`config.mk`:
```
export PLATFORM = sky130hd
export DESIGN_NAME = dapid_drive
export DESIGN_NICKNAME = d
export VERILOG_FILES = /design/src/rtl/assert_macros.svh /design/src/rtl/dapid_pkg.sv /design/src/rtl/dapid_drive.sv
export SDC_FILE = /design/constraint.sdc
export NUM_CORES = 2
export LEC_CHECK = 0
export ABC_CLOCK_PERIOD_IN_PS = 10670
export BUFFER_PORTS_ARGS = -buffer_cell sky130_fd_sc_hd__buf_2
export CORE_MARGIN = 2
export CORE_UTILIZATION = 50
export CTS_CLUSTER_DIAMETER = 100
export CTS_CLUSTER_SIZE = 14
export DETAILED_ROUTE_END_ITERATION = 7
export PLACE_DENSITY = 0.66
export SYNTH_ARGS = -nofsm -noshare
export SYNTH_HDL_FRONTEND = slang
export SYNTH_SLANG_ARGS = --single-unit
```
`constraint.sdc`:
```
create_clock -name clk -period 10.67 [get_ports clk]
set_input_delay 0 -clock clk [delete_from_list [all_inputs] [get_ports clk]]
set_output_delay 0 -clock clk [all_outputs]
set_load 0.005 [all_outputs]
```
`src/rtl/assert_macros.svh`:
```
// assertion macros for rtl files that check themselves; only the top level includes them
// every macro samples on clk and is switched off while rst_n is low
`ifndef ASSERT_MACROS_SVH
`define ASSERT_MACROS_SVH

// condition must hold at every sampled edge
`define AST_HOLDS(label, cond, msg) \
    label: assert property (@(posedge clk) disable iff (!rst_n) (cond)) \
        else $error(msg);

// antecedent at one edge implies consequent at the next edge
`define AST_NEXT(label, ante, cons, msg) \
    label: assert property (@(posedge clk) disable iff (!rst_n) (ante) |=> (cons)) \
        else $error(msg);

// antecedent implies consequent at the same edge
`define AST_SAME(label, ante, cons, msg) \
    label: assert property (@(posedge clk) disable iff (!rst_n) (ante) |-> (cons)) \
        else $error(msg);

`endif

```
`src/rtl/dapid_pkg.sv`:
```
// types and constants of the dual axis pid controller
// no dependencies; imported by every module of the block
`default_nettype none

package dapid_pkg;

    localparam int ERR_W      = 16;
    localparam int ACC_W      = 32;
    localparam int GAIN_W     = 16;
    localparam int LIMIT_W    = 15;
    localparam int DRIVE_W    = 16;
    localparam int CFG_IDX_W  = 3;
    localparam int CFG_DATA_W = 16;
    localparam int FRAC_BITS  = 8;

    localparam int TARGET_RESET = 120;
    localparam logic [LIMIT_W-1:0] LIMIT_RESET = {LIMIT_W{1'b1}};

    localparam int ERR_MAX = 32767;
    localparam int ERR_MIN = -32768;

    // 64*r/3 rounded down, the fraction bits for remainder r of a division by three
    localparam logic [5:0] FRAC_REM_ONE = 6'd21;
    localparam logic [5:0] FRAC_REM_TWO = 6'd42;

    typedef enum logic [CFG_IDX_W-1:0] {
        REG_GAIN_P       = 3'd0,
        REG_GAIN_I       = 3'd1,
        REG_GAIN_D       = 3'd2,
        REG_TARGET_X     = 3'd3,
        REG_TARGET_Y     = 3'd4,
        REG_OUTPUT_LIMIT = 3'd5
    } cfg_reg_t;

    typedef struct packed {
        logic step_state;
        logic load_prod;
    } dapid_ctrl_t;

endpackage

`default_nettype wire

```
`src/rtl/dapid_drive.sv`:
```
// per-axis gain products, q8.8 rescale with floor, and symmetric clamp
// depends on dapid_pkg
`default_nettype none

module dapid_drive (
    input  logic                          clk,
    input  dapid_pkg::dapid_ctrl_t        ctrl,
    input  logic signed [15:0]            gain_p,
    input  logic signed [15:0]            gain_i,
    input  logic signed [15:0]            gain_d,
    input  logic signed [15:0]            err,
    input  logic signed [31:0]            acc,
    input  logic signed [16:0]            diff,
    input  logic [14:0]                   limit,
    output logic signed [15:0]            drive
);
    import dapid_pkg::*;

    localparam int P_W = GAIN_W + ERR_W;
    localparam int I_W = GAIN_W + ACC_W;
    localparam int D_W = GAIN_W + ERR_W + 1;
    localparam int S_W = I_W + 1;
    localparam int Q_W = S_W - FRAC_BITS;

    logic signed [P_W-1:0] prod_p_reg;
    logic signed [I_W-1:0] prod_i_reg;
    logic signed [D_W-1:0] prod_d_reg;
    logic signed [S_W-1:0] sum;
    logic signed [Q_W-1:0] scaled;
    logic signed [Q_W-1:0] lim_pos;
    logic signed [Q_W-1:0] lim_neg;
    logic signed [Q_W-1:0] clamped;

    always_ff @(posedge clk)
    begin
        if (ctrl.load_prod)
        begin
            prod_p_reg <= P_W'(gain_p) * P_W'(err);
            prod_i_reg <= I_W'(gain_i) * I_W'(acc);
            prod_d_reg <= D_W'(gain_d) * D_W'(diff);
        end
    end

    always_comb
    begin
        sum     = S_W'(prod_p_reg) + S_W'(prod_i_reg) + S_W'(prod_d_reg);
        // dropping the low bits of a two's complement value rounds toward minus infinity
        scaled  = $signed(sum[S_W-1:FRAC_BITS]);
        lim_pos = $signed(Q_W'(limit));
        lim_neg = -lim_pos;
        if (scaled <= lim_neg)
            clamped = lim_neg;
        else if (scaled >= lim_pos)
            clamped = lim_pos;
        else
            clamped = scaled;
        drive = clamped[DRIVE_W-1:0];
    end

endmodule

`default_nettype wire

```
# [After elaboration in Yosys (flattened, before gate mapping)]
# Cells that the tools add are included.
[totals] ram_bits=0 regBits=113 latchBits=0 in_bits=131 memories=0 elab_cells=13 mem_bits_ro=0
[op_classes] n_shift=0 n_addsub=3 mux=2 eq_ne=0 mul=3 n_bitwise=0 div=0 magnitude_cmp=2 reduce_logical=0
[ops] cell="$add A32 B48 Y49" n=1
[ops] cell="$add A49 B33 Y49" n=1
[ops] cell="$mul A16 B32 Y48" n=1
[ops] cell="$ge A41 B16 Y1" n=1
[ops] cell="$le A41 B41 Y1" n=1
[ops] cell="$neg A15 Y41" n=1
[ops] cell="$mul A16 B17 Y33" n=1
[ops] cell="$mul A16 B16 Y32" n=1
[ops] cell="$mux W16" n=2

# [Logic depth before layout (Yosys ltp)]
[logic_depth] word_depth=5 depth_mapped=29

# [Worst setup path before layout]
# No wires, ideal clock.
[synth_timing] path_type="input to register" startpoint="input port gain_d[4]" endpoint="register prod_d_reg[32] (data pin)" cell_stages=26 required_time_ns=10.411 arrival_time_ns=6.372 slack_ns=4.039 path_buffers=2 setup_time_ns=0.259 path_cell_list="clkbuf_1 > clkbuf_1 > nand2_1 > fa_1 > inv_1 > fa_1 > fa_1 > inv_1 > fa_1 > inv_1 > fa_1 > fa_1 > ha_1 > a21o_1 > a21oi_1 > nor2_1 > nor2_1 > o21ai_0 > o31a_1 > a2111o_1 > a2111oi_0 > o21ai_0 > o21ai_0 > o221ai_1 > a21oi_1 > xnor2_1"
[synth_via] elab_chain_cells=1
[synth_lines] item="start: declaration" line_no="dapid_drive.sv:10" text="input logic signed [15:0] gain_d,"
[synth_lines] item="$mul A16 B17 Y33" line_no="dapid_drive.sv:40" text="prod_d_reg <= D_W'(gain_d) * D_W'(diff);"
[synth_lines] item="end signal: assignment" line_no="dapid_drive.sv:40"
[synth_lines] item="end: declaration" line_no="dapid_drive.sv:27" text="logic signed [D_W-1:0] prod_d_reg;"
# No other way between the ends.
# A chain may end at the register's enable or synchronous reset.

# [Worst setup path after layout]
[layout_timing] startpoint="register prod_p_reg[12]" endpoint="output port drive[8]"
[layout_via] elab_chain_cells=5 elab_cells_between_ends=6 cone_classes="add/sub: 2; order compare: 2; mux: 2"
[layout_lines] item="start: declaration" line_no="dapid_drive.sv:25" text="logic signed [P_W-1:0] prod_p_reg;"
[layout_lines] item="start signal: assignment" line_no="dapid_drive.sv:38" text="prod_p_reg <= P_W'(gain_p) * P_W'(err);"
[layout_lines] item="$add A32 B48 Y49 (*)" line_no="dapid_drive.sv:46" text="sum = S_W'(prod_p_reg) + S_W'(prod_i_reg) + S_W'(prod_d_reg);"
[layout_lines] item="$add A49 B33 Y49 (*)" line_no="dapid_drive.sv:46"
[layout_lines] item="$ge A41 B16 Y1" line_no="dapid_drive.sv:53" text="else if (scaled >= lim_pos)"
[layout_lines] item="$mux W16" line_no="dapid_drive.sv:53"
[layout_lines] item="$mux W16 (*)" line_no="dapid_drive.sv:51" text="if (scaled <= lim_neg)"
[layout_lines] item="end: declaration" line_no="dapid_drive.sv:15" text="output logic signed [15:0] drive"
# Every way passes the cells marked *; elsewhere a longest branch is shown, timed or not.

==> results_dict.tcl <==
set metrics [dict create \
    outcome "complete, no violations" \
    drtIter0Drc 2012 \
    yosysSeqAreaShare 0.0731 \
    clk_pin_slew_worst_paths_ns 0.06 \
    clock_sinks 113 \
    finalMaxSlewViolations 0 \
    grt_pass1_wl_um 186000 \
    ant_nets 0 \
    ys_ff_latch 113 \
    critPathKind "reg2out" \
    crit_start "prod_p_reg[12]" \
    vias 33500 \
    cts.htree.levels 4 \
    layout_commonest_cell "inv_1" \
    syn_inst 5060 \
    syn-num-nets 6646 \
    grt_max_degree 70 \
    ctsHoldBuffers 0 \
    start_util 0.506 \
    start_kind "flip-flop" \
    hold_viol_final 0 \
    largest_reg_flops 48 \
    crit_arrival_ns 7.98 \
    via_per_inst 5.30 \
    ios 147 \
    n_fill_cell 8561 \
    slew-limit-headroom 0.198 \
    cts_resized 0 \
    die_h_um 309 \
    cts_inserted_buffers 17 \
    fin_util 0.531 \
    final_cell_mix "1240 x inv_1, 1071 x fa_1, 659 x nand2_1" \
    setup_violations 0 \
    die_x_um 309 \
    synth-main-ff-cell "edfxtp_1" \
    final_layout_size_suffix_gt1_frac 0.0404 \
    first_pass_iters 5 \
    clk_path_buf_depth 2 \
    async_flop_share 0 \
    wl_per_cell_um 17.6 \
    synth_area_mm2 0.0464 \
    end_kind "primary output" \
    cp_slowest_cell "or4b_4" \
    wl_um 111000 \
    cp_cell_sequence "fa_1 > ha_1 > nand2_1 > or3_1 > or4b_4 > a211oi_4 > o211ai_1 > a31oi_1 > a21oi_1 > o21ai_0 > a21oi_1 > xor2_1 > buf_4 > inv_1 > ha_1 > nand4_1 > nor3_1 > nand4_1 > nand3_1 > buf_4 > nor2_1 > o21ai_4 > o221a_1 > buf_2" \
    first_global_vias 36400 \
    synth_edf_count 113 \
    slowest_delay_ns 0.54 \
    cts_tree "yes" \
    antenna_found_initial 7 \
    fin_crit_ns 7.98 \
    fmax_mhz 125 \
    tightestPinTransition_ns 1.19 \
    setup_tns_ns 0 \
    cp_max_fo 45 \
    hpwlAfterDp_um 91200 \
    rows 111 \
    post-cts-setup-buffers 0 \
    core_mm2 0.0918 \
    period_share 0.748 \
    dieArea_mm2 0.0953 \
    worst-endpoint-required_ns 10.67 \
    clock-root-buffer "clkbuf_16" \
    io_buffers 145 \
    grtUsageTotal 0.248 \
    synthDistinctLibCells 76 \
    post-route-drc-count 0 \
    hold_start "ctrl[0]" \
    rsz0062_at_grt "false" \
    cap_violations 0 \
    min_path_type "in2reg" \
    finalWeightedCongestion 0.915 \
    nNetsFinal 6641 \
    postSynthAreaPerCell_um2 9.18 \
    area_growth_pct 4.89 \
    yosysWarningCount 0 \
    overflow 0 \
]
[layer usage]
metal	routed length (um)	up-vias	GRT usage	part of all wire
li1	-	15200	-	-
met1	45700	17100	0.323	0.41
met2	55900	920	0.433	0.50
met3	6540	209	0.0369	0.059
met4	3310	4	0.0698	0.030
met5	21	-	0	0.00019
[cell families (layout without fill, tap and decap cells)]
| family | after synthesis | count (layout) | share of synthesized area |
|---|---|---|---|
| AO/OA/AOI/OAI | 457 | 457 | 0.0654 |
| XOR/XNOR | 155 | 155 | 0.0292 |
| adder cells (fa/ha/maj) | 1455 | 1455 | 0.565 |
| buffers and inverters | 1419 | 1427 | 0.115 |
| flip-flops | 113 | 113 | 0.0731 |
| multiplexers | 2 | 2 | 0.000431 |
| other | 0 | 5 | 0 |
| AND/OR/NAND/NOR | 1459 | 1459 | 0.152 |
[cell usage after synthesis, drive strengths merged, types with 5 or more instances]
library cell / count / area, um2
or2: 10 / 62.6
inv: 1241 / 4660
o221a: 6 / 67.6
and3: 12 / 75.1
a21o: 75 / 563
nor3: 38 / 190
xor2: 39 / 342
nand2b: 42 / 263
a211oi: 10 / 87.6
nor2: 156 / 588
ha: 384 / 4800
nor4: 21 / 131
nand4: 21 / 131
o31ai: 7 / 52.6
o21bai: 20 / 150
nand3: 43 / 215
clkbuf: 172 / 646
or4: 6 / 45.0
nand2: 660 / 2480
fa: 1071 / 21400
and2: 405 / 2530
a31oi: 14 / 87.6
a21oi: 136 / 681
o21a: 30 / 225
o221ai: 5 / 43.8
o211ai: 10 / 75.1
o2111ai: 5 / 43.8
o21ai: 79 / 407
nor2b: 22 / 138
a2111oi: 6 / 52.6
o31a: 6 / 52.6
a21boi: 5 / 37.5
edfxtp: 113 / 3390
a221oi: 5 / 56.3
xnor2: 116 / 1020
or3: 11 / 68.8
[final timing paths]
check                        to  slack [ns]  cells after the start
setup / recovery       drive[8]        2.69                     24
hold / removal    prod_p_reg[9]        0.11                      1
[layout make-up]
type / count / area (um2) / share of cell area
multi-input cells: 3528 / 37700 / 0.774
flip-flops and latches: 113 / 3390 / 0.0697
inverters: 1243 / 4670 / 0.0958
diodes: 5 / 12.5 / 0.000257
clock buffers: 17 / 425 / 0.00873
well taps: 1243 / 1560 / 0.0319
clock inverters: 15 / 166 / 0.00342
repair buffers: 152 / 781 / 0.0160
[worst max-delay path, delay by kind of cell (launching register included)]
| kind | cells | cell delay [ns] |
|---|---|---|
| flops | 1 | 0.43 |
| buf+inv | 4 | 1.19 |
| xor+xnor | 1 | 0.17 |
| fa+ha+maj | 3 | 1.29 |
| simple gates | 8 | 1.96 |
| compound gates | 8 | 2.44 |
[stage by stage]
| step | hold slack, ns | cell area [um2] | setup WS (ns) | std cells |
|---|---|---|---|---|
| 6_report | 0.110 | 48700 | 2.69 | 6316 |
| 3_3_place_gp | 0.406 | 48100 | 3.25 | 6279 |
| 5_1_grt | 0.117 | 48700 | 2.25 | 6315 |
| 3_5_place_dp | 0.413 | 48100 | 3.17 | 6279 |
| 2_1_floorplan | 0.112 | 46400 | 4.04 | 5060 |
| 4_1_cts | 0.0956 | 48700 | 2.87 | 6311 |
Power is left out: the tool's default activity adds up to more than one toggle a clock period on the data nets, which glitch-free logic cannot reach.
