==> config.mk <==
export PLATFORM = sky130hd
export DESIGN_NAME = dapid_integ
export DESIGN_NICKNAME = d
export VERILOG_FILES = /design/src/rtl/assert_macros.svh /design/src/rtl/dapid_pkg.sv /design/src/rtl/dapid_integ.sv
export SDC_FILE = /design/constraint.sdc
export NUM_CORES = 1
export LEC_CHECK = 0
export ABC_CLOCK_PERIOD_IN_PS = 7230
export BUFFER_PORTS_ARGS = -buffer_cell sky130_fd_sc_hd__clkbuf_2
export CAP_MARGIN = 20
export CORE_UTILIZATION = 30
export CTS_BUF_LIST = sky130_fd_sc_hd__clkbuf_8 sky130_fd_sc_hd__clkbuf_16
export CTS_CLUSTER_DIAMETER = 150
export DETAILED_ROUTE_END_ITERATION = 6
export PLACE_DENSITY = 0.46
export SLEW_MARGIN = 5
export SYNTH_ARGS = -nofsm -noshare
export SYNTH_HDL_FRONTEND = slang
export SYNTH_SLANG_ARGS = --single-unit
==> constraint.sdc <==
create_clock -name clk -period 7.23 [get_ports clk]
set_input_delay 0 -clock clk [delete_from_list [all_inputs] [get_ports clk]]
set_output_delay 0 -clock clk [all_outputs]
set_load 0.05 [all_outputs]
==> src/rtl/assert_macros.svh <==
// assertion macros for rtl files that check themselves; only the top level includes them
// every macro samples on clk and is switched off while rst_n is low
`ifndef ASSERT_MACROS_SVH
`define ASSERT_MACROS_SVH

// condition must hold at every sampled edge
`define AST_HOLDS(label, cond, msg) \
    label: assert property (@(posedge clk) disable iff (!rst_n) (cond)) \
        else $error(msg);

// antecedent at one edge implies consequent at the next edge
`define AST_NEXT(label, ante, cons, msg) \
    label: assert property (@(posedge clk) disable iff (!rst_n) (ante) |=> (cons)) \
        else $error(msg);

// antecedent implies consequent at the same edge
`define AST_SAME(label, ante, cons, msg) \
    label: assert property (@(posedge clk) disable iff (!rst_n) (ante) |-> (cons)) \
        else $error(msg);

`endif

==> src/rtl/dapid_pkg.sv <==
// types and constants of the dual axis pid controller
// no dependencies; imported by every module of the block
`default_nettype none

package dapid_pkg;

    localparam int ERR_W      = 16;
    localparam int ACC_W      = 32;
    localparam int GAIN_W     = 16;
    localparam int LIMIT_W    = 15;
    localparam int DRIVE_W    = 16;
    localparam int CFG_IDX_W  = 3;
    localparam int CFG_DATA_W = 16;
    localparam int FRAC_BITS  = 8;

    localparam int TARGET_RESET = 120;
    localparam logic [LIMIT_W-1:0] LIMIT_RESET = {LIMIT_W{1'b1}};

    localparam int ERR_MAX = 32767;
    localparam int ERR_MIN = -32768;

    // 64*r/3 rounded down, the fraction bits for remainder r of a division by three
    localparam logic [5:0] FRAC_REM_ONE = 6'd21;
    localparam logic [5:0] FRAC_REM_TWO = 6'd42;

    typedef enum logic [CFG_IDX_W-1:0] {
        REG_GAIN_P       = 3'd0,
        REG_GAIN_I       = 3'd1,
        REG_GAIN_D       = 3'd2,
        REG_TARGET_X     = 3'd3,
        REG_TARGET_Y     = 3'd4,
        REG_OUTPUT_LIMIT = 3'd5
    } cfg_reg_t;

    typedef struct packed {
        logic step_state;
        logic load_prod;
    } dapid_ctrl_t;

endpackage

`default_nettype wire

==> src/rtl/dapid_integ.sv <==
// per-axis integral and previous-error state with saturating update
// depends on dapid_pkg
`default_nettype none

module dapid_integ (
    input  logic                          clk,
    input  logic                          rst_n,
    input  dapid_pkg::dapid_ctrl_t        ctrl,
    input  logic signed [15:0]            err,
    output logic signed [31:0]            acc,
    output logic signed [16:0]            diff
);
    import dapid_pkg::*;

    localparam logic signed [ACC_W-1:0] ACC_MAX = {1'b0, {(ACC_W-1){1'b1}}};
    localparam logic signed [ACC_W-1:0] ACC_MIN = {1'b1, {(ACC_W-1){1'b0}}};

    logic signed [ACC_W-1:0]  accum_reg;
    logic signed [ERR_W-1:0]  last_err_reg;
    logic signed [ACC_W+1:0]  acc_sum;
    logic signed [ACC_W-1:0]  acc_next;

    always_comb
    begin
        acc_sum = (ACC_W+2)'(accum_reg) + (ACC_W+2)'(err) + (ACC_W+2)'(last_err_reg);
        if (acc_sum > (ACC_W+2)'(ACC_MAX))
            acc_next = ACC_MAX;
        else if (acc_sum < (ACC_W+2)'(ACC_MIN))
            acc_next = ACC_MIN;
        else
            acc_next = acc_sum[ACC_W-1:0];
        acc  = acc_next;
        diff = (ERR_W+1)'(err) - (ERR_W+1)'(last_err_reg);
    end

    always_ff @(posedge clk or negedge rst_n)
    begin
        if (!rst_n)
        begin
            accum_reg    <= '0;
            last_err_reg <= '0;
        end
        else if (ctrl.step_state)
        begin
            accum_reg    <= acc_next;
            last_err_reg <= err;
        end
    end

endmodule

`default_nettype wire

== Word-level counts from Yosys, hierarchy flattened ==
Cells that the tools add are included.

* Register bits: 48
* Output and inout bits: 49
* Word-level logic and storage cells: 9
* Input port bits: 20

* Multiplexer cells: 2
* $lt $le $gt $ge: 2
* $add $sub $neg: 3

{| class="wikitable"
|+ Operator list
! cell !! count
|-
| $mux 32 || 2
|-
| $add 33x16->34 || 1
|-
| $gt 34x32->1 const B || 1
|-
| $lt 34x32->1 const B || 1
|-
| $add 32x16->33 || 1
|-
| $sub 16x16->17 || 1
|}

== Longest topological paths before layout ==
Gate-level depths: netlist of the first run.

* Depth in word-level cells: 5
* Depth in mapped cells: 16

== Worst setup path after synthesis of the first run ==
No wires, ideal clock.

* Path type: reg-to-output
* Start: register last_err_reg[15]
* End: output port acc[10]
* Arrival time: 4.759 ns
* Path buffers: 1
* Stages on the path, launching flop included: 13
* Setup slack: 2.471 ns
* Data required time: 7.230 ns
* Cells stage by stage: dfrtp_1 -> fa_1 -> ha_1 -> a21oi_1 -> o21ai_1 -> or3_1 -> a211oi_1 -> o31ai_2 -> o21ai_1 -> inv_1 -> nand2_1 -> clkbuf_1 -> o21ai_0

* Word-level cells in the longest chain between the ends: 4

{| class="wikitable"
|+ RTL lines
! item !! line !! RTL
|-
| start, declared || dapid_integ.sv:19 || <nowiki>logic signed [ERR_W-1:0] last_err_reg;</nowiki>
|-
| start signal, assigned || dapid_integ.sv:46 || <nowiki>last_err_reg <= err;</nowiki>
|-
| $add 33x16->34 * || dapid_integ.sv:25 || <nowiki>acc_sum = (ACC_W+2)'(accum_reg) + (ACC_W+2)'(err) + (ACC_W+2)'(last_err_reg);</nowiki>
|-
| $lt 34x32->1 || dapid_integ.sv:28 || <nowiki>else if (acc_sum < (ACC_W+2)'(ACC_MIN))</nowiki>
|-
| $mux 32 || dapid_integ.sv:28 ||
|-
| $mux 32 * || dapid_integ.sv:26 || <nowiki>if (acc_sum > (ACC_W+2)'(ACC_MAX))</nowiki>
|-
| end, declared || dapid_integ.sv:10 || <nowiki>output logic signed [31:0] acc,</nowiki>
|}

Every way passes the cells marked *; elsewhere a longest branch is shown, timed or not.

== Final worst setup path of the first run ==
* Start: register last_err_reg[15]
* End: output port acc[20]

Same word-level chain as after synthesis.

==> results of run 1 <==
cell families after synthesis:
group	share of synthesized area, %
AOI/OAI and AO/OA	25.77
xor gates and xnor gates	6.553
adders and majority gates	25.23
buffers and inverters	4.484
DFF	23.65
muxes	0.4188
and+or+nand+nor	13.89
routing by layer:
layer  part of all wire [%]  wire (um)
met3                    3.4        446
met4                    1.2        159
met1                     50       6597
met5                      0          0
met2                     46       6020
final cells by class:
class / count / area share [%]
clock buffer: 6 / 2.316
clock inverter: 2 / 0.6469
inverter: 37 / 2.316
multi-input combinational: 480 / 60.87
sequential: 48 / 20.03
tap: 220 / 4.591
timing repair buffer: 88 / 9.224
placed cells by master, fill, tap and decap left out, types with 4 or more instances in the layout:
cell type,Yosys,final
a31oi_1,14,14
o211ai_1,7,7
a21o_1,11,11
nor2b_1,4,4
xnor2_1,20,20
and2_1,6,6
nor3_1,9,9
nand3_1,5,5
o21bai_1,4,4
o311ai_0,24,24
a21oi_1,40,40
o21ai_0,57,57
a211oi_1,4,4
dlygate4sd3_1,0,16
clkbuf_2,0,67
nand2_1,83,83
ha_1,48,48
buf_4,0,4
fa_1,34,34
or3_1,6,6
xor2_1,18,18
dfrtp_1,48,48
and3_1,4,4
o31ai_1,6,6
inv_1,37,37
clkbuf_16,0,5
nor2_1,30,30
path summary, 6_finish.rpt:
kind | cells past startpoint | slack, ns | start | to
max | 13 | 2.06 | last_err_reg[15]$_DFFE_PN0P_ | acc[20]
min | 3 | 0.36 | rst_n | last_err_reg[8]$_DFFE_PN0P_
max reg2reg | 11 | 2.20 | last_err_reg[15]$_DFFE_PN0P_ | accum_reg[24]$_DFFE_PN0P_
min reg2reg | 2 | 0.48 | accum_reg[1]$_DFFE_PN0P_ | accum_reg[1]$_DFFE_PN0P_
max in group asynchronous | 3 | 6.42 | rst_n | accum_reg[19]$_DFFE_PN0P_
min in group clk | 2 | 0.48 | accum_reg[1]$_DFFE_PN0P_ | accum_reg[1]$_DFFE_PN0P_
worst reg2reg max path, delay by kind of cell, from the launching register on:
family                   cells  cell delay (ns)
flip-flops                   1             1.00
multiplexers                 1             0.18
AO/OA/AOI/OAI                6             1.63
adder cells (fa/ha/maj)      2             0.97
AND/OR/NAND/NOR              2             1.14
repair_timing:
item | in CTS | in global routing
hold buffers | 16 | 0
setup endpoints to repair | 0 | 0
hold endpoints to repair | 63 | 0
setup buffers | 0 | 0
through the flow:
| step | cells | setup WS (ns) | hold slack (ns) | instance area (sq um) | utilization [%] |
|---|---|---|---|---|---|
| after CTS | 881 | 2.003 | 0.3845 | 5996 | 36.16 |
| after detailed placement | 857 | 2.148 | 0.1701 | 5658 | 34.12 |
| final | 881 | 2.065 | 0.3640 | 5996 | 36.16 |
| after floorplan | 587 | 2.471 | -0.2956 | 5079 | - |
| after global routing | 881 | 1.676 | 0.4288 | 5996 | 36.16 |
| after global placement | 856 | 1.913 | 0.1759 | 5630 | 33.95 |
==> impl_metrics.yaml, run 1 <==
yosys:
  yosysWarnings: 0
  synth_seq_area_share_pct: 23.65
  synthesis.nets: 689
  synth.avg_cell_area_sq_um: 8.652
  netlist.area_leader.share_pct: 23.65
  synth_cell_type_count: 53
  synth-seq-cells: 48
  synth_edf_count: 0
  synth_top_area_cell: "dfrtp_1"
  yosys-top-cells-count: "83 x nand2_1, 57 x o21ai_0, 48 x dfrtp_1, 48 x ha_1, 40 x a21oi_1"
  synth.most_common_cell: "nand2_1"
  yosys-top-cells-area: "dfrtp_1 24%, fa_1 13%, ha_1 12%"
  synth_ff_type: "dfrtp_1"
  synthArstFlopShare_pct: 100.0
  syn_area_sq_um: 5079
  syn_inst: 587
cts:
  clk_latency_ns: 0.31
  cts.htree.levels: 2
  numCtsBuffers: 5
  cts_tree: "built"
  clk_pin_slew_worst_paths_ns: 0.07
  cts_root_buf: "clkbuf_16"
  post_cts_resized: 0
  cts_buffer_depth: 2
  clock-sinks: 48
layout:
  regArea_sq_um: 1201
  nets: 762
  fillers: 1761
  drive_above_1_share_pct: 13.62
  multi_input_area_sq_um: 3650
  synthToLayoutAreaGrowth_pct: 18.06
  diodes: 0
  largest_reg_flops: 32
floorplanning:
  fp-row-count: 47
  num_io_pins: 69
  die_h_um: 132.1
  die_w_um: 132.1
  start_util_pct: 30.62
  coreArea_sq_um: 16580
  fp.dieArea_sq_um: 17450
global_routing:
  grt_overflow_total: 0
  busiest_layer: "met2"
  met3_usage_pct: 2.307
  grt_pass1_wl_um: 22300
  grtUsageMet1_pct: 21.58
  grt_pass1_vias: 4530
  gr-usage-met2_pct: 26.16
  grt.total_usage_pct: 15.85
  grt_max_degree: 49
  antenna_found_initial: 0
worst_setup_path:
  slowest_stage: "dfrtp_1"
  path_cells: "fa_1 -> ha_1 -> a21oi_1 -> o21ai_1 -> or3_1 -> a211oi_1 -> o31ai_2 -> mux2i_1 -> o31a_1 -> buf_16 -> or3_1 -> nand2_1 -> clkbuf_2"
  cp.arrival_ns: 5.17
  crit_top_cell: "or3_1"
  critical_path_class: "register to primary output"
  critPathTopFamily: "compound AO/OA/AOI/OAI gates"
  critPathMaxFanout: 26
  slowest_delay_ns: 1.00
  worst-path-buf-inv: 2
  cp-start-kind: "register"
  crit_path_end_kind: "primary output"
  crit_required_ns: 7.23
route:
  wl_per_cell_um: 15.01
  routed-via-count: 4532
  via_per_inst: 5.144
  drc: 0
  wl_um: 13220
  ant_nets: 0
  dr.pass1.iters: 4
  drt-initial-drc-count: 201
placement:
  dp_hpwl_um: 10140
  place.gp.congestion: 0.7906
  io_buffers: 67
timing:
  max_freq_ghz: 0.1936
  grt_setup_unrepaired: "false"
  tightest_slew_ns: 1.058
  maxSlewViolCount: 0
  min_period_ns: 5.165
  fin_crit_sh_pct: 71.44
  slew_headroom_pct: 29.29
  hold_viol_final: 0
  finalClockSkew_ns: 0.009549
  setup_viol: 0
  setup_tns_ns: 0
job:
  cap_violations: 0
min_path:
  hold_path_class: "input pin to async pin"
run_status:
  status: "completed"
Power of run 1 is left out: the tool's default activity adds up to more than one toggle a clock period on the data nets, which glitch-free logic cannot reach.
==> run 2: changes to the inputs <==
--- a/config.mk
+++ b/config.mk
@@ -5,14 +5,15 @@
 export SDC_FILE = /design/constraint.sdc
 export NUM_CORES = 1
 export LEC_CHECK = 0
-export ABC_CLOCK_PERIOD_IN_PS = 7230
+export ABC_AREA = 1
+export ABC_CLOCK_PERIOD_IN_PS = 4400
 export BUFFER_PORTS_ARGS = -buffer_cell sky130_fd_sc_hd__clkbuf_2
 export CAP_MARGIN = 20
 export CORE_UTILIZATION = 30
 export CTS_BUF_LIST = sky130_fd_sc_hd__clkbuf_8 sky130_fd_sc_hd__clkbuf_16
 export CTS_CLUSTER_DIAMETER = 150
 export DETAILED_ROUTE_END_ITERATION = 6
-export PLACE_DENSITY = 0.46
+export PLACE_DENSITY = 0.47
 export SLEW_MARGIN = 5
 export SYNTH_ARGS = -nofsm -noshare
 export SYNTH_HDL_FRONTEND = slang
==> constraint.sdc (replaced) <==
create_clock -name clk -period 4.4 [get_ports clk]
set_input_delay 0 -clock clk [delete_from_list [all_inputs] [get_ports clk]]
set_output_delay 0 -clock clk [all_outputs]
set_load 0.05 [all_outputs]
==> impl_metrics.yaml, run 2 <==
timing:
  setup_viol: 0
  holdWs_ns: 0.3190
  hold_viol_final: 0
  slew_headroom_pct: 54.00
  fin_crit_sh_pct: 87.65
  max_freq_ghz: 0.2593
  setup_tns_ns: 0
  maxSlewViolCount: 0
  tightest_slew_ns: 0.6901
  grt_setup_unrepaired: "false"
  min_period_ns: 3.857
  finalClockSkew_ns: 0.009302
cts:
  post_cts_buffers: 0
  cts.htree.levels: 2
  numCtsBuffers: 5
  cts_buffer_depth: 2
  post_cts_resized: 0
  clk_pin_slew_worst_paths_ns: 0.07
  cts_tree: "built"
  clk_latency_ns: 0.30
  cts_root_buf: "clkbuf_16"
  clock-sinks: 48
worst_setup_path:
  critical_path_class: "register to primary output"
  cp.arrival_ns: 3.86
  crit_path_end_kind: "primary output"
  rr_worst_depth: 20
  critPathMaxFanout: 34
  cp-start-kind: "register"
  crit_required_ns: 4.40
global_routing:
  gr-usage-met2_pct: 26.81
  grtUsageMet1_pct: 23.78
  busiest_layer: "met2"
  grt_overflow_total: 0
  grt_pass1_wl_um: 26120
  grt.total_usage_pct: 16.65
  met3_usage_pct: 2.208
  grt_pass1_vias: 5223
  antenna_found_initial: 0
  grt_max_degree: 62
layout:
  diodes: 0
  largest_reg_flops: 32
  drive_above_1_share_pct: 14.18
  finalInstanceArea_sq_um: 6719
  regArea_sq_um: 1201
  layout_commonest_cell: "nand2_1"
  fillers: 2108
  final_cell_mix: "325 x nand2_1, 108 x inv_1, 67 x clkbuf_2, 48 x ha_1, 48 x dfrtp_1"
  synthToLayoutAreaGrowth_pct: 15.86
  nets: 1032
  multi_input_area_sq_um: 4061
yosys:
  yosys-top-cells-area: "nand2_1 21%, dfrtp_1 21%, fa_1 12%"
  synth_seq_area_share_pct: 20.71
  synth_edf_count: 0
  syn_inst: 850
  synth_ff_type: "dfrtp_1"
  synth_top_area_cell: "nand2_1"
  synthArstFlopShare_pct: 100.0
  synthesis.nets: 952
  yosysWarnings: 0
  synth.avg_cell_area_sq_um: 6.823
  yosys-top-cells-count: "325 x nand2_1, 108 x inv_1, 48 x dfrtp_1, 48 x ha_1, 46 x a21oi_1"
  netlist.area_leader.share_pct: 21.04
  syn_area_sq_um: 5799
  synth_cell_type_count: 32
  synth-seq-cells: 48
  synth.most_common_cell: "nand2_1"
route:
  routed-via-count: 5316
  wl_um: 15770
  drt-initial-drc-count: 204
  drc: 0
  wl_per_cell_um: 13.24
  dr.pass1.iters: 5
  ant_nets: 0
  via_per_inst: 4.463
floorplanning:
  fp.dieArea_sq_um: 19890
  die_w_um: 141.0
  die_h_um: 141.0
  num_io_pins: 69
  coreArea_sq_um: 18830
  fp-row-count: 50
  start_util_pct: 30.80
min_path:
  hold_depth: 4
  hold_path_class: "input pin to register"
job:
  cap_violations: 0
placement:
  io_buffers: 67
  place.gp.congestion: 0.8696
  dp_hpwl_um: 12760
  dpl_cell_area_sq_um: 6381
run_status:
  status: "completed"
-- run 2: worst paths after layout --
kind / startpoint / slack (ns) / to
worst min-delay path: ctrl[1] / 0.32 / accum_reg[3]$_DFFE_PN0P_
worst max-delay path: last_err_reg[1]$_DFFE_PN0P_ / 0.54 / acc[2]
worst min register to register: accum_reg[1]$_DFFE_PN0P_ / 0.49 / accum_reg[1]$_DFFE_PN0P_
worst max register to register: last_err_reg[1]$_DFFE_PN0P_ / 0.92 / accum_reg[23]$_DFFE_PN0P_
min in group asynchronous: rst_n / 0.35 / accum_reg[30]$_DFFE_PN0P_
max in group asynchronous: rst_n / 3.56 / accum_reg[27]$_DFFE_PN0P_
-- run 2: timing repair --
| action | CTS | global route |
|---|---|---|
| setup endpoints to repair | 0 | 0 |
| hold buffers | 16 | 0 |
| endpoints found under the hold margin | 63 | 0 |
-- run 2: per-stage QoR --
step                      setup slack, ns  instances  util (%)
after CTS                          0.4893       1191     35.68
after global placement             0.8155       1167     33.89
after global routing              0.09377       1191     35.68
after floorplan                    0.3975        850         -
final                              0.5433       1191     35.68
after detailed placement           0.8245       1167     33.89
-- run 2: layout make-up --
cell class,count,area share (%)
multi-input cells,676,60.45
flip-flops and latches,48,17.88
repair buffers,89,8.045
inverters,110,6.145
well taps,260,4.842
clock buffers,6,2.067
clock inverters,2,0.5773
-- run 2: per-layer routing --
| layer | part of all wire [%] | wire length [um] |
|---|---|---|
| met5 | 0 | 0 |
| met4 | 0.78 | 123 |
| met3 | 2.5 | 400 |
| met2 | 44 | 7001 |
| met1 | 52 | 8249 |
-- run 2: cells by family after synthesis --
group,count (synthesis),share of synthesized area [%]
AOI/OAI and AO/OA,106,10.25
xor gates and xnor gates,33,4.984
adders and majority gates,82,22.09
buffers and inverters,126,9.256
DFF,48,20.71
and+or+nand+nor,455,32.71
-- run 2: critical path: stages, from the launching register on --
cell and delay, ns:
dfrtp_1 0.39, inv_1 0.12, fa_1 0.42, inv_1 0.07, ha_1 0.16, inv_1 0.05, fa_1 0.40, inv_1 0.10
nand3_1 0.07, nand3_1 0.12, nand2_1 0.06, nand2_1 0.14, nand2_1 0.10, nand2_2 0.13, nand2_2 0.07, nand3_1 0.08
nand2_1 0.10, nand2_4 0.46, o21ai_0 0.22, clkbuf_2 0.28
Power of run 2 is left out for the same reason.
