File: config.mk
export PLATFORM = sky130hd
export DESIGN_NAME = dapid_err
export DESIGN_NICKNAME = d
export VERILOG_FILES = /design/src/rtl/assert_macros.svh /design/src/rtl/dapid_pkg.sv /design/src/rtl/dapid_err.sv
export SDC_FILE = /design/constraint.sdc
export NUM_CORES = 1
export LEC_CHECK = 0
export BUFFER_PORTS_ARGS = -buffer_cell sky130_fd_sc_hd__buf_2
export CORE_ASPECT_RATIO = 2
export CORE_MARGIN = 2
export CORE_UTILIZATION = 50
export DETAILED_ROUTE_END_ITERATION = 10
export PLACE_DENSITY = 0.82
export SYNTH_ARGS = -nofsm -noshare
export SYNTH_HDL_FRONTEND = slang
export SYNTH_SLANG_ARGS = --single-unit
File: constraint.sdc
create_clock -name vclk -period 18.1
set_clock_uncertainty 0.1 [all_clocks]
set_input_delay 3.62 -clock vclk [all_inputs]
set_output_delay 3.62 -clock vclk [all_outputs]
set_load 0.02 [all_outputs]
File: src/rtl/assert_macros.svh
// assertion macros for rtl files that check themselves; only the top level includes them
// every macro samples on clk and is switched off while rst_n is low
`ifndef ASSERT_MACROS_SVH
`define ASSERT_MACROS_SVH

// condition must hold at every sampled edge
`define AST_HOLDS(label, cond, msg) \
    label: assert property (@(posedge clk) disable iff (!rst_n) (cond)) \
        else $error(msg);

// antecedent at one edge implies consequent at the next edge
`define AST_NEXT(label, ante, cons, msg) \
    label: assert property (@(posedge clk) disable iff (!rst_n) (ante) |=> (cons)) \
        else $error(msg);

// antecedent implies consequent at the same edge
`define AST_SAME(label, ante, cons, msg) \
    label: assert property (@(posedge clk) disable iff (!rst_n) (ante) |-> (cons)) \
        else $error(msg);

`endif

File: src/rtl/dapid_pkg.sv
// types and constants of the dual axis pid controller
// no dependencies; imported by every module of the block
`default_nettype none

package dapid_pkg;

    localparam int ERR_W      = 16;
    localparam int ACC_W      = 32;
    localparam int GAIN_W     = 16;
    localparam int LIMIT_W    = 15;
    localparam int DRIVE_W    = 16;
    localparam int CFG_IDX_W  = 3;
    localparam int CFG_DATA_W = 16;
    localparam int FRAC_BITS  = 8;

    localparam int TARGET_RESET = 120;
    localparam logic [LIMIT_W-1:0] LIMIT_RESET = {LIMIT_W{1'b1}};

    localparam int ERR_MAX = 32767;
    localparam int ERR_MIN = -32768;

    // 64*r/3 rounded down, the fraction bits for remainder r of a division by three
    localparam logic [5:0] FRAC_REM_ONE = 6'd21;
    localparam logic [5:0] FRAC_REM_TWO = 6'd42;

    typedef enum logic [CFG_IDX_W-1:0] {
        REG_GAIN_P       = 3'd0,
        REG_GAIN_I       = 3'd1,
        REG_GAIN_D       = 3'd2,
        REG_TARGET_X     = 3'd3,
        REG_TARGET_Y     = 3'd4,
        REG_OUTPUT_LIMIT = 3'd5
    } cfg_reg_t;

    typedef struct packed {
        logic step_state;
        logic load_prod;
    } dapid_ctrl_t;

endpackage

`default_nettype wire

File: src/rtl/dapid_err.sv
// per-axis error: (pixel - target) * 64 / 3 plus offset, saturated to q8.8
// depends on dapid_pkg
`default_nettype none

module dapid_err #(
    parameter int PIXEL_BITS = 10
) (
    input  logic [PIXEL_BITS-1:0] pixel,
    input  logic [PIXEL_BITS-1:0] target,
    input  logic signed [15:0]    offset,
    output logic signed [15:0]    err
);
    import dapid_pkg::*;

    localparam int DW     = PIXEL_BITS + 1;
    localparam int RSHIFT = PIXEL_BITS + 1;
    localparam logic [PIXEL_BITS-1:0] RECIP = PIXEL_BITS'((2 ** RSHIFT) / 3 + 1);
    localparam int MW     = PIXEL_BITS + 6;
    localparam int SW     = ((MW + 1 > ERR_W) ? MW + 1 : ERR_W) + 1;

    logic signed [DW-1:0]       diff;
    logic [PIXEL_BITS-1:0]      mag;
    logic [2*PIXEL_BITS-1:0]    prod;
    logic [PIXEL_BITS-2:0]      quo;
    logic [PIXEL_BITS:0]        three_q;
    logic [1:0]                 rem;
    logic [5:0]                 frac;
    logic [MW-1:0]              smag;
    logic signed [SW-1:0]       scaled;
    logic signed [SW-1:0]       sum;

    always_comb
    begin
        diff = $signed({1'b0, pixel}) - $signed({1'b0, target});
        mag  = diff[DW-1] ? PIXEL_BITS'(-diff) : diff[PIXEL_BITS-1:0];

        // mag / 3 by reciprocal multiply, exact over the pixel range
        prod    = mag * RECIP;
        quo     = prod[2*PIXEL_BITS-1:RSHIFT];
        three_q = {1'b0, quo, 1'b0} + {2'b00, quo};
        rem     = 2'({1'b0, mag} - three_q);

        case (rem)
            2'd1:    frac = FRAC_REM_ONE;
            2'd2:    frac = FRAC_REM_TWO;
            default: frac = 6'd0;
        endcase

        smag   = MW'({quo, 6'b000000}) + MW'(frac);
        scaled = diff[DW-1] ? -$signed(SW'(smag)) : $signed(SW'(smag));
        sum    = scaled + SW'(offset);

        if (sum > ERR_MAX)
            err = 16'sh7FFF;
        else if (sum < ERR_MIN)
            err = 16'sh8000;
        else
            err = sum[15:0];
    end

endmodule

`default_nettype wire

## Word level (Yosys, flattened, before mapping)

Index checks and enable logic that the tools add are counted.
Widths: inputs -> output; s select.

- Flip-flop bits (word level): 0
- Bits in latches: 0
- RAM bits: 0
- Bits in read-only memories: 0
- Input port bits: 36
- Output and inout port bits: 16
- Logic and storage cells: 17
- Memories: 0

- Add/subtract/negate cells: 7
- Multipliers: 1
- Div/mod/pow operators: 0
- Order comparisons: 2
- Equality and inequality tests: 2
- Shift-type cells: 0
- Multiplexer cells: 5
- Bitwise gates (word level): 0
- Reduce and logical (&&, ||, !) cells: 0

Operators with widths:

| cell | number |
|---|---|
| $mux 16 | 2 |
| $mul 10x10->20 const B | 1 |
| $add 18x16->18 | 1 |
| $gt 18x16->1 const B | 1 |
| $lt 18x16->1 const B | 1 |
| $mux 18 | 1 |
| $neg 16->18 | 1 |
| $add 15x6->16 | 1 |
| $pmux 6 s2 | 1 |
| $sub 10x10->11 | 1 |
| $mux 10 | 1 |
| $neg 10->10 | 1 |
| $add 2x2->2 | 1 |
| $eq 2x1->1 const B | 1 |
| $eq 2x2->1 const B | 1 |
| $sub 2x2->2 | 1 |

## Longest topological paths before layout

Gate-level depths: netlist (run 1).

- Depth after elaboration: 15
- Depth in mapped cells: 52
- Mapped depth without buffers: 50

## Worst setup path before layout (run 1)

No wires, ideal clock.

- Path type: input-to-output
- From: input pixel[0]
- To: output err[2]
- Arrival time: 13.625 ns
- Required time: 14.380 ns
- Slack: 0.755 ns
- Cell stages on the path: 51
- Path buffers: 1
- Cell sequence: inv_1 > ha_1 > fa_1 > nor2b_2 > o21a_1 > nor2_1 > xnor2_1 > nor2_1 > nand4_1 > or3_1 > nand2_1 > xor2_1 > inv_1 > ha_1 > ha_1 > fa_1 > fa_1 > inv_1 > [... 15 more ...] > nand2b_1 > a21oi_2 > nand2_1 > nor2_1 > a21oi_1 > xnor2_1 > ha_1 > a2111oi_1 > nand2_1 > a21oi_1 > nor4_1 > nor3_1 > o21bai_1 > a21o_1 > xnor2_1 > o21bai_2 > a21oi_4 > o21ai_0

- Word-level cells in the longest chain between the ends: 15
- Elaborated cells on any way between the ends: 17
- Classes of those cells: add/sub: 7; mul: 1; order compare: 2; eq/ne: 2; mux: 5

Ends and longest elaborated chain:

| item | line | text |
|---|---|---|
| from (decl) | dapid_err.sv:8 | `input logic [PIXEL_BITS-1:0] pixel,` |
| $sub 10x10->11 (*) | dapid_err.sv:34 | `diff = $signed({1'b0, pixel}) - $signed({1'b0, target});` |
| $neg 10->10 | dapid_err.sv:35 | `mag = diff[DW-1] ? PIXEL_BITS'(-diff) : diff[PIXEL_BITS-1:0];` |
| $mux 10 | dapid_err.sv:35 |  |
| $mul 10x10->20 | dapid_err.sv:38 | `prod = mag * RECIP;` |
| $add 2x2->2 | dapid_err.sv:40 | `three_q = {1'b0, quo, 1'b0} + {2'b00, quo};` |
| $sub 2x2->2 | dapid_err.sv:41 | `rem = 2'({1'b0, mag} - three_q);` |
| $eq 2x2->1 or $eq 2x1->1 (tied branches) | dapid_err.sv:43 | `case (rem)` |
| $pmux 6 s2 | dapid_err.sv:43 |  |
| $add 15x6->16 | dapid_err.sv:49 | `smag = MW'({quo, 6'b000000}) + MW'(frac);` |
| $neg 16->18 | dapid_err.sv:50 | `scaled = diff[DW-1] ? -$signed(SW'(smag)) : $signed(SW'(smag));` |
| $mux 18 (*) | dapid_err.sv:50 |  |
| $add 18x16->18 (*) | dapid_err.sv:51 | `sum = scaled + SW'(offset);` |
| $lt 18x16->1 | dapid_err.sv:55 | `else if (sum < ERR_MIN)` |
| $mux 16 | dapid_err.sv:55 |  |
| $mux 16 (*) | dapid_err.sv:53 | `if (sum > ERR_MAX)` |
| to (decl) | dapid_err.sv:11 | `output logic signed [15:0] err` |

Mark *: on every way between the ends. The rest lies on a longest branch, timed or not.

## Worst setup path after layout (run 1)

- From: input target[1]
- To: output err[2]

- Word-level cells in the longest chain between the ends: 15
- Elaborated cells on any way between the ends: 17
- Classes of those cells: add/sub: 7; mul: 1; order compare: 2; eq/ne: 2; mux: 5

Ends and longest elaborated chain:

| item | line | text |
|---|---|---|
| from (decl) | dapid_err.sv:9 | `input logic [PIXEL_BITS-1:0] target,` |
| $sub 10x10->11 (*) | dapid_err.sv:34 |  |
| $neg 10->10 | dapid_err.sv:35 |  |
| $mux 10 | dapid_err.sv:35 |  |
| $mul 10x10->20 | dapid_err.sv:38 |  |
| $add 2x2->2 | dapid_err.sv:40 |  |
| $sub 2x2->2 | dapid_err.sv:41 |  |
| $eq 2x2->1 or $eq 2x1->1 (tied branches) | dapid_err.sv:43 |  |
| $pmux 6 s2 | dapid_err.sv:43 |  |
| $add 15x6->16 | dapid_err.sv:49 |  |
| $neg 16->18 | dapid_err.sv:50 |  |
| $mux 18 (*) | dapid_err.sv:50 |  |
| $add 18x16->18 (*) | dapid_err.sv:51 |  |
| $lt 18x16->1 | dapid_err.sv:55 |  |
| $mux 16 | dapid_err.sv:55 |  |
| $mux 16 (*) | dapid_err.sv:53 |  |

Marked as above.

==> impl_metrics.toml, run 1 <==
[outcome]
status = "finished clean"

[die]
coreArea_sq_um = 8174
row_count = 47
start_util_pct = 50.71
die_w_um = 68.39
pin_count = 52
die_area_sq_um = 9079
fp.dieH_um = 132.8

[run]
max_cap_violations = 0

[placement]
dpl_cell_area_sq_um = 4503
place_congestion = 1.032
placedCellCount = 671
port_buffers = 52
dp_hpwl_um = 9728

[layout]
final_area_sq_um = 4783
syn2layout_area_growth_pct = 15.39
drive_gt1_share_pct = 21.72
regArea_sq_um = 0
stdcell_count = 678
layout.nets = 734
antenna_cells = 0
final_util_pct = 58.52
n_sequential_cell = 0
num-clock-buffers = 0

[synth]
post-synth-top-count-cell = "ha_1"
synth_cell_types = 68
syn_nets = 681
synthTopCellsByArea = "ha_1 (28%), fa_1 (11%), inv_1 (6.2%)"
seq_area_frac_synth_pct = 0
synth_compound_area_share_pct = 26.32
yosys.area_share.xor_xnor_pct = 9.297
ys_top_cells_by_count = "ha_1 (93), inv_1 (69), nand2_1 (38), a21oi_1 (36), o21ai_0 (30)"
synthAdderAreaFrac_pct = 39.18
syn_area_sq_um = 4145
yosys.area.top_type = "ha_1"
yosysWarnings = 0
synth_top_area_share_pct = 28.07
syn_inst = 529
syn-mean-instance-area_sq_um = 7.836
synthMuxAreaShare_pct = 0.7546
synth_top_family_by_area = "adder cells"
synthSimpleGateAreaFrac_pct = 16.36

[min_path]
hp-class = "input port to output pin"
hold_depth = 5

[route]
drt_wl_total_um = 11890
final_antenna_net_count = 0
wl_per_cell_um = 17.53
dr.pass1.iters = 7
vias_per_cell = 6.252
drc_errors = 0
via_count = 4239
drtIter0Drc = 178

[timing]
hold_viol_final = 0
holdWs_ps = 7662
worstMarginPinSlew_ps = 676.5
min_period_ps = 17880
fmax_mhz = 55.92
fin_crit_sh_pct = 98.81
slew_headroom_pct = 54.59
setup_violations = 0
slew_viol_final = 0

[global_route]
grt_max_degree = 16
grt_use_total_pct = 24.89
grt_pass1_wl_um = 17910
gr-total-overflow = 0
antenna_found_initial = 0
grt_pass1_vias = 4256

[critical_path]
critPathRequiredTime_ps = 14380
startpoint_type = "input port"
slowest_delay_ps = 560
critPathMaxFanout = 8
crit_arrival_ps = 14160
critPathKind = "input port to output pin"
end_kind = "output pin"
crit_slowest_cell = "or4_4"

[cts]
cts_hold_buffers = 0
worst max-delay path, delay by kind of cell:
family,cells,cell delay (ps)
buf+inv,7,580
fa+ha+maj,10,3510
compound gates,16,3730
xor+xnor,4,730
simple gates,11,1970
cells in the final DEF, fill, tap and decap left out, types with 11 or more instances in the layout:
cell type | netlist | routed
fa_1 | 23 | 22
a21oi_1 | 36 | 31
nor2_1 | 28 | 27
buf_2 | 1 | 52
inv_1 | 69 | 69
buf_4 | 0 | 11
o21ai_2 | 12 | 12
xor2_1 | 20 | 16
ha_1 | 93 | 88
xnor2_1 | 24 | 23
a21o_1 | 20 | 20
o21ai_0 | 30 | 26
nand2_1 | 38 | 38
cells by family (layout without fill, tap and decap cells):
family / Yosys count / count (layout)
and+or+nand+nor: 129 / 130
buffers and inverters: 84 / 134
adders and majority gates: 116 / 116
xor gates and xnor gates: 44 / 44
AOI/OAI and AO/OA: 153 / 153
muxes: 3 / 3
per-stage QoR:
stage          setup TNS, ps  setup WS, ps
2_1_floorplan              0         755.5
3_3_place_gp               0         98.41
3_5_place_dp           -4117        -320.2
4_1_cts                    0         10.00
5_1_grt                -2880        -234.1
6_report                   0         216.0
area by class of cell:
cell class / instances / area, sq um
fill: 721 / 3391
tap: 98 / 122.6
multi-input combinational: 446 / 4041
timing repair buffer: 64 / 354.1
inverter: 70 / 265.3
timing repair:
item,4_1_cts,5_1_grt
pin swaps,2,9
buffers inserted,1,5
resized for setup,7,37
gates cloned,0,1
setup endpoints to repair,15,16
routing by layer:
| metal | up-vias | share of wire [%] | routed length [um] | global-route usage (%) |
|---|---|---|---|---|
| met5 | - | 0 | 0 | 0 |
| met4 | 0 | 9.2 | 1095 | 18.56 |
| met3 | 84 | 3.1 | 374 | 3.061 |
| met2 | 160 | 56 | 6625 | 48.82 |
| met1 | 2012 | 32 | 3791 | 19.87 |
| li1 | 1983 | - | - | - |
path summary, 6_finish.rpt:
check | from | to | slack [ps]
setup / recovery | target[1] | err[2] | 220
hold / removal | offset[0] | err[0] | 7660
Power of run 1 is not shown: default switching activity piles up to over one toggle a cycle in this logic, so the estimate is an artifact.
==> run 2, diff against run 1 <==
PLACE_DENSITY = 0.75   (was 0.82)
clock period = 19.9 ns   (was 18.1 ns; I/O delays follow)
==> run 2 against run 1 <==
Compared with the run above:
- routed wire length shrank 11%
- design area fell by 5.7%
- sequential share of layout area unchanged
- non-clock buffer count is 10 lower
- critical path depth is 2 higher
- clock-buffer cell count did not move
- global-route usage shrank 2.1 points
- sequential cell count unchanged
- first-iteration DRC count fell by 21%
- critical path type unchanged
==> impl_metrics.toml, run 2 (same netlist as run 1, synthesis figures left out) <==
[layout]
layout_common_cells = "ha_1 (93), inv_1 (69), buf_2 (52)"
final_common_cell = "ha_1"
antenna_cells = 0
num-clock-buffers = 0
final_area_sq_um = 4513
nFillCells = 754
multi_input_area_sq_um = 3837
layout.nets = 723
regArea_sq_um = 0
n_sequential_cell = 0
drive_gt1_share_pct = 15.99
syn2layout_area_growth_pct = 8.874

[critical_path]
critPathKind = "input port to output pin"
crit_top_cell = "ha_1"
end_kind = "output pin"
crit_slowest_cell = "or4_1"
critPathMaxFanout = 15
crit_path_start = "target[1]"
critPathRequiredTime_ps = 15820
crit_path_end = "err[4]"
startpoint_type = "input port"
slowest_delay_ps = 560
crit_arrival_ps = 14900

[timing]
slew_headroom_pct = 51.86
setup_violations = 0
finalWorstSetupSlack_ps = 923.3
hold_viol_final = 0
worstMarginPinSlew_ps = 719.5
setup_tns_ps = 0
slew_viol_final = 0
holdWs_ps = 8403
fmax_mhz = 52.70
fin_crit_sh_pct = 95.36
min_period_ps = 18980

[placement]
place_congestion = 0.9735
port_buffers = 52
post-place-ws_ps = 588.1
dp_hpwl_um = 9286
dpl_cell_area_sq_um = 4466

[die]
row_count = 47
fp.dieH_um = 132.8
die_w_um = 68.39
pin_count = 52
coreArea_sq_um = 8174
die_area_sq_um = 9079
start_util_pct = 50.71

[global_route]
grt_use_total_pct = 22.77
grt_max_degree = 16
grt_pass1_wl_um = 16500
gr-total-overflow = 0
antenna_found_initial = 0
grt_pass1_vias = 3887

[route]
wl_per_cell_um = 15.78
via_count = 3960
dr.pass1.iters = 5
final_antenna_net_count = 0
drc_errors = 0
drt_wl_total_um = 10520
drtIter0Drc = 140
vias_per_cell = 5.937

[min_path]
hp-class = "input port to output pin"

[run]
max_cap_violations = 0

[outcome]
status = "finished clean"
-- run 2: cell type report --
type | count | share of cell area, %
inverter | 70 | 5.877
multi-input combinational | 445 | 85.03
tap | 98 | 2.717
timing repair buffer | 54 | 6.376
-- run 2: what timing repair did --
| action | 4_1_cts | 5_1_grt |
|---|---|---|
| hold buffers | 0 | 0 |
| setup endpoints to repair | 0 | 15 |
| gates resized for setup | 0 | 5 |
| buffers inserted | 0 | 1 |
-- run 2: critical path: cells and delay by family --
family | cells | cell delay (ps)
xor gates and xnor gates | 5 | 910
AOI/OAI and AO/OA | 15 | 3470
buffers and inverters | 5 | 410
adders and majority gates | 10 | 3590
and+or+nand+nor | 15 | 2530
-- run 2: stage by stage --
| stage | std cells | util, % |
|---|---|---|
| after floorplan | 529 | - |
| after global placement | 666 | 54.63 |
| final | 667 | 55.21 |
| after CTS | 666 | 54.63 |
| after detailed placement | 666 | 54.63 |
| after global routing | 667 | 55.21 |
-- run 2: worst min-delay path by stage --
stage,startpoint,endpoint,slack [ps],cells past startpoint
global route,offset[0],err[0],8440,5
detailed placement,offset[0],err[0],8410,5
global placement,offset[0],err[0],8380,5
floorplan,offset[1],err[1],8200,3
finish,offset[0],err[0],8400,5
CTS,offset[0],err[0],8410,5
-- run 2: per-layer routing --
| metal | wire length, um | GRT usage, % |
|---|---|---|
| met4 | 645 | 10.78 |
| met3 | 228 | 0.4252 |
| met1 | 3562 | 20.51 |
| met5 | 0 | 0 |
| met2 | 6085 | 46.79 |
Power of run 2 is left out for the same reason.
==> run 3, diff against run 2 <==
ABC_AREA = 1   (was default)
CORE_MARGIN = 4   (was 2)
SLEW_MARGIN = 20   (was default)
==> run 3 against run 2 <==
Compared with the run above:
- maximum frequency grew 3.6%
- worst setup slack gained 650 ps
- synthesized area grew 0.24%
- cell count grew 13%
- clock-buffer cell count is the same
==> impl_metrics.toml, run 3 <==
[synth]
synth_top_family_by_area = "adder cells"
synth_compound_area_share_pct = 12.71
synth_top_area_share_pct = 28.00
yosys.area.top_type = "ha_1"
synthMuxAreaShare_pct = 0
ys_top_cells_by_count = "inv_1 (126), nand2_1 (117), ha_1 (93), a21oi_1 (50), xor2_1 (28)"
post-synth-top-count-cell = "inv_1"
yosys.area_share.xor_xnor_pct = 9.666
syn_area_sq_um = 4155
syn_nets = 765
synthTopCellsByArea = "ha_1 (28%), inv_1 (11%), fa_1 (11%)"
seq_area_frac_synth_pct = 0
synth_cell_types = 40
syn-mean-instance-area_sq_um = 6.779
synthAdderAreaFrac_pct = 39.08
syn_inst = 613
synthSimpleGateAreaFrac_pct = 26.17
yosysWarnings = 0

[die]
pin_count = 52
die_area_sq_um = 9921
start_util_pct = 51.94
coreArea_sq_um = 8000
fp.dieH_um = 136.9
die_w_um = 72.46
row_count = 46

[layout]
nFillCells = 773
regArea_sq_um = 0
layout.nets = 814
syn2layout_area_growth_pct = 8.431
final_util_pct = 56.32
final_common_cell = "inv_1"
antenna_cells = 0
layout_common_cells = "inv_1 (126), nand2_1 (117), ha_1 (93)"
drive_gt1_share_pct = 15.00
n_sequential_cell = 0
num-clock-buffers = 0

[critical_path]
crit_arrival_ps = 14240
critPathRequiredTime_ps = 15820
end_kind = "output pin"
slowest_delay_ps = 520
startpoint_type = "input port"
critPathKind = "input port to output pin"
critPathMaxFanout = 15
crit_slowest_cell = "fa_1"

[placement]
place_congestion = 1.024
port_buffers = 52
post-place-ws_ps = 1660
dp_hpwl_um = 10480

[route]
drt_wl_total_um = 11740
via_count = 4194
final_antenna_net_count = 0
drc_errors = 0
wl_per_cell_um = 15.53
dr.pass1.iters = 4
vias_per_cell = 5.548
drtIter0Drc = 164

[min_path]
hp-class = "input port to output pin"

[cts]
cts_hold_buffers = 0
cts_resized = 0
cts_setup_buffers = 0

[timing]
rsz0062_at_grt = "no"
worstMarginPinSlew_ps = 702.9
hold_viol_final = 0
fmax_mhz = 54.57
slew_viol_final = 0
holdWs_ps = 8333
fin_crit_sh_pct = 92.08
setup_violations = 0
setup_tns_ps = 0
min_period_ps = 18320
slew_headroom_pct = 52.98
finalWorstSetupSlack_ps = 1575

[run]
max_cap_violations = 0

[global_route]
grt_max_degree = 16
grt_pass1_vias = 4326
grt_pass1_wl_um = 18630
antenna_found_initial = 0
gr-total-overflow = 0
grt_use_total_pct = 23.94

[outcome]
status = "finished clean"
-- run 3: logic make-up (layout without fill, tap and decap cells) --
group	Yosys count	after routing
adder cells (fa/ha/maj)	116	116
XOR/XNOR	45	45
AO/OA/AOI/OAI	93	93
AND/OR/NAND/NOR	225	225
buffers and inverters	134	181
-- run 3: path summary, 6_finish.rpt --
kind / startpoint / end / slack (ps) / cells after the start
worst max-delay path: pixel[2] / err[14] / 1580 / 49
worst min-delay path: offset[0] / err[0] / 8330 / 5
-- run 3: worst max-delay path: cells and delay by family --
family / cells / cell delay [ps]
AO/OA/AOI/OAI: 5 / 1020
XOR/XNOR: 6 / 1500
adder cells (fa/ha/maj): 10 / 3800
buffers and inverters: 8 / 690
AND/OR/NAND/NOR: 20 / 3250
-- run 3: area by class of cell --
| class | count | area [sq um] | area share [%] |
|---|---|---|---|
| Multi-Input combinational cell | 479 | 3641 | 80.81 |
| Inverter | 129 | 484.2 | 10.75 |
| Timing Repair Buffer | 52 | 260.3 | 5.776 |
| Tap cell | 96 | 120.1 | 2.666 |
-- run 3: through the flow --
stage,std cells,cell area (sq um)
2_1_floorplan,613,4155
6_report,756,4506
4_1_cts,756,4506
5_1_grt,756,4506
3_3_place_gp,756,4506
3_5_place_dp,756,4506
-- run 3: per-layer routing --
| layer | up-vias | part of all wire, % | track usage, % |
|---|---|---|---|
| met5 | - | 0 | 0 |
| met4 | 0 | 9.2 | 18.48 |
| met3 | 59 | 3.2 | 1.103 |
| met2 | 140 | 58 | 51.32 |
| met1 | 1922 | 29 | 18.00 |
| li1 | 2073 | - | - |
Power of run 3 is left out for the same reason.
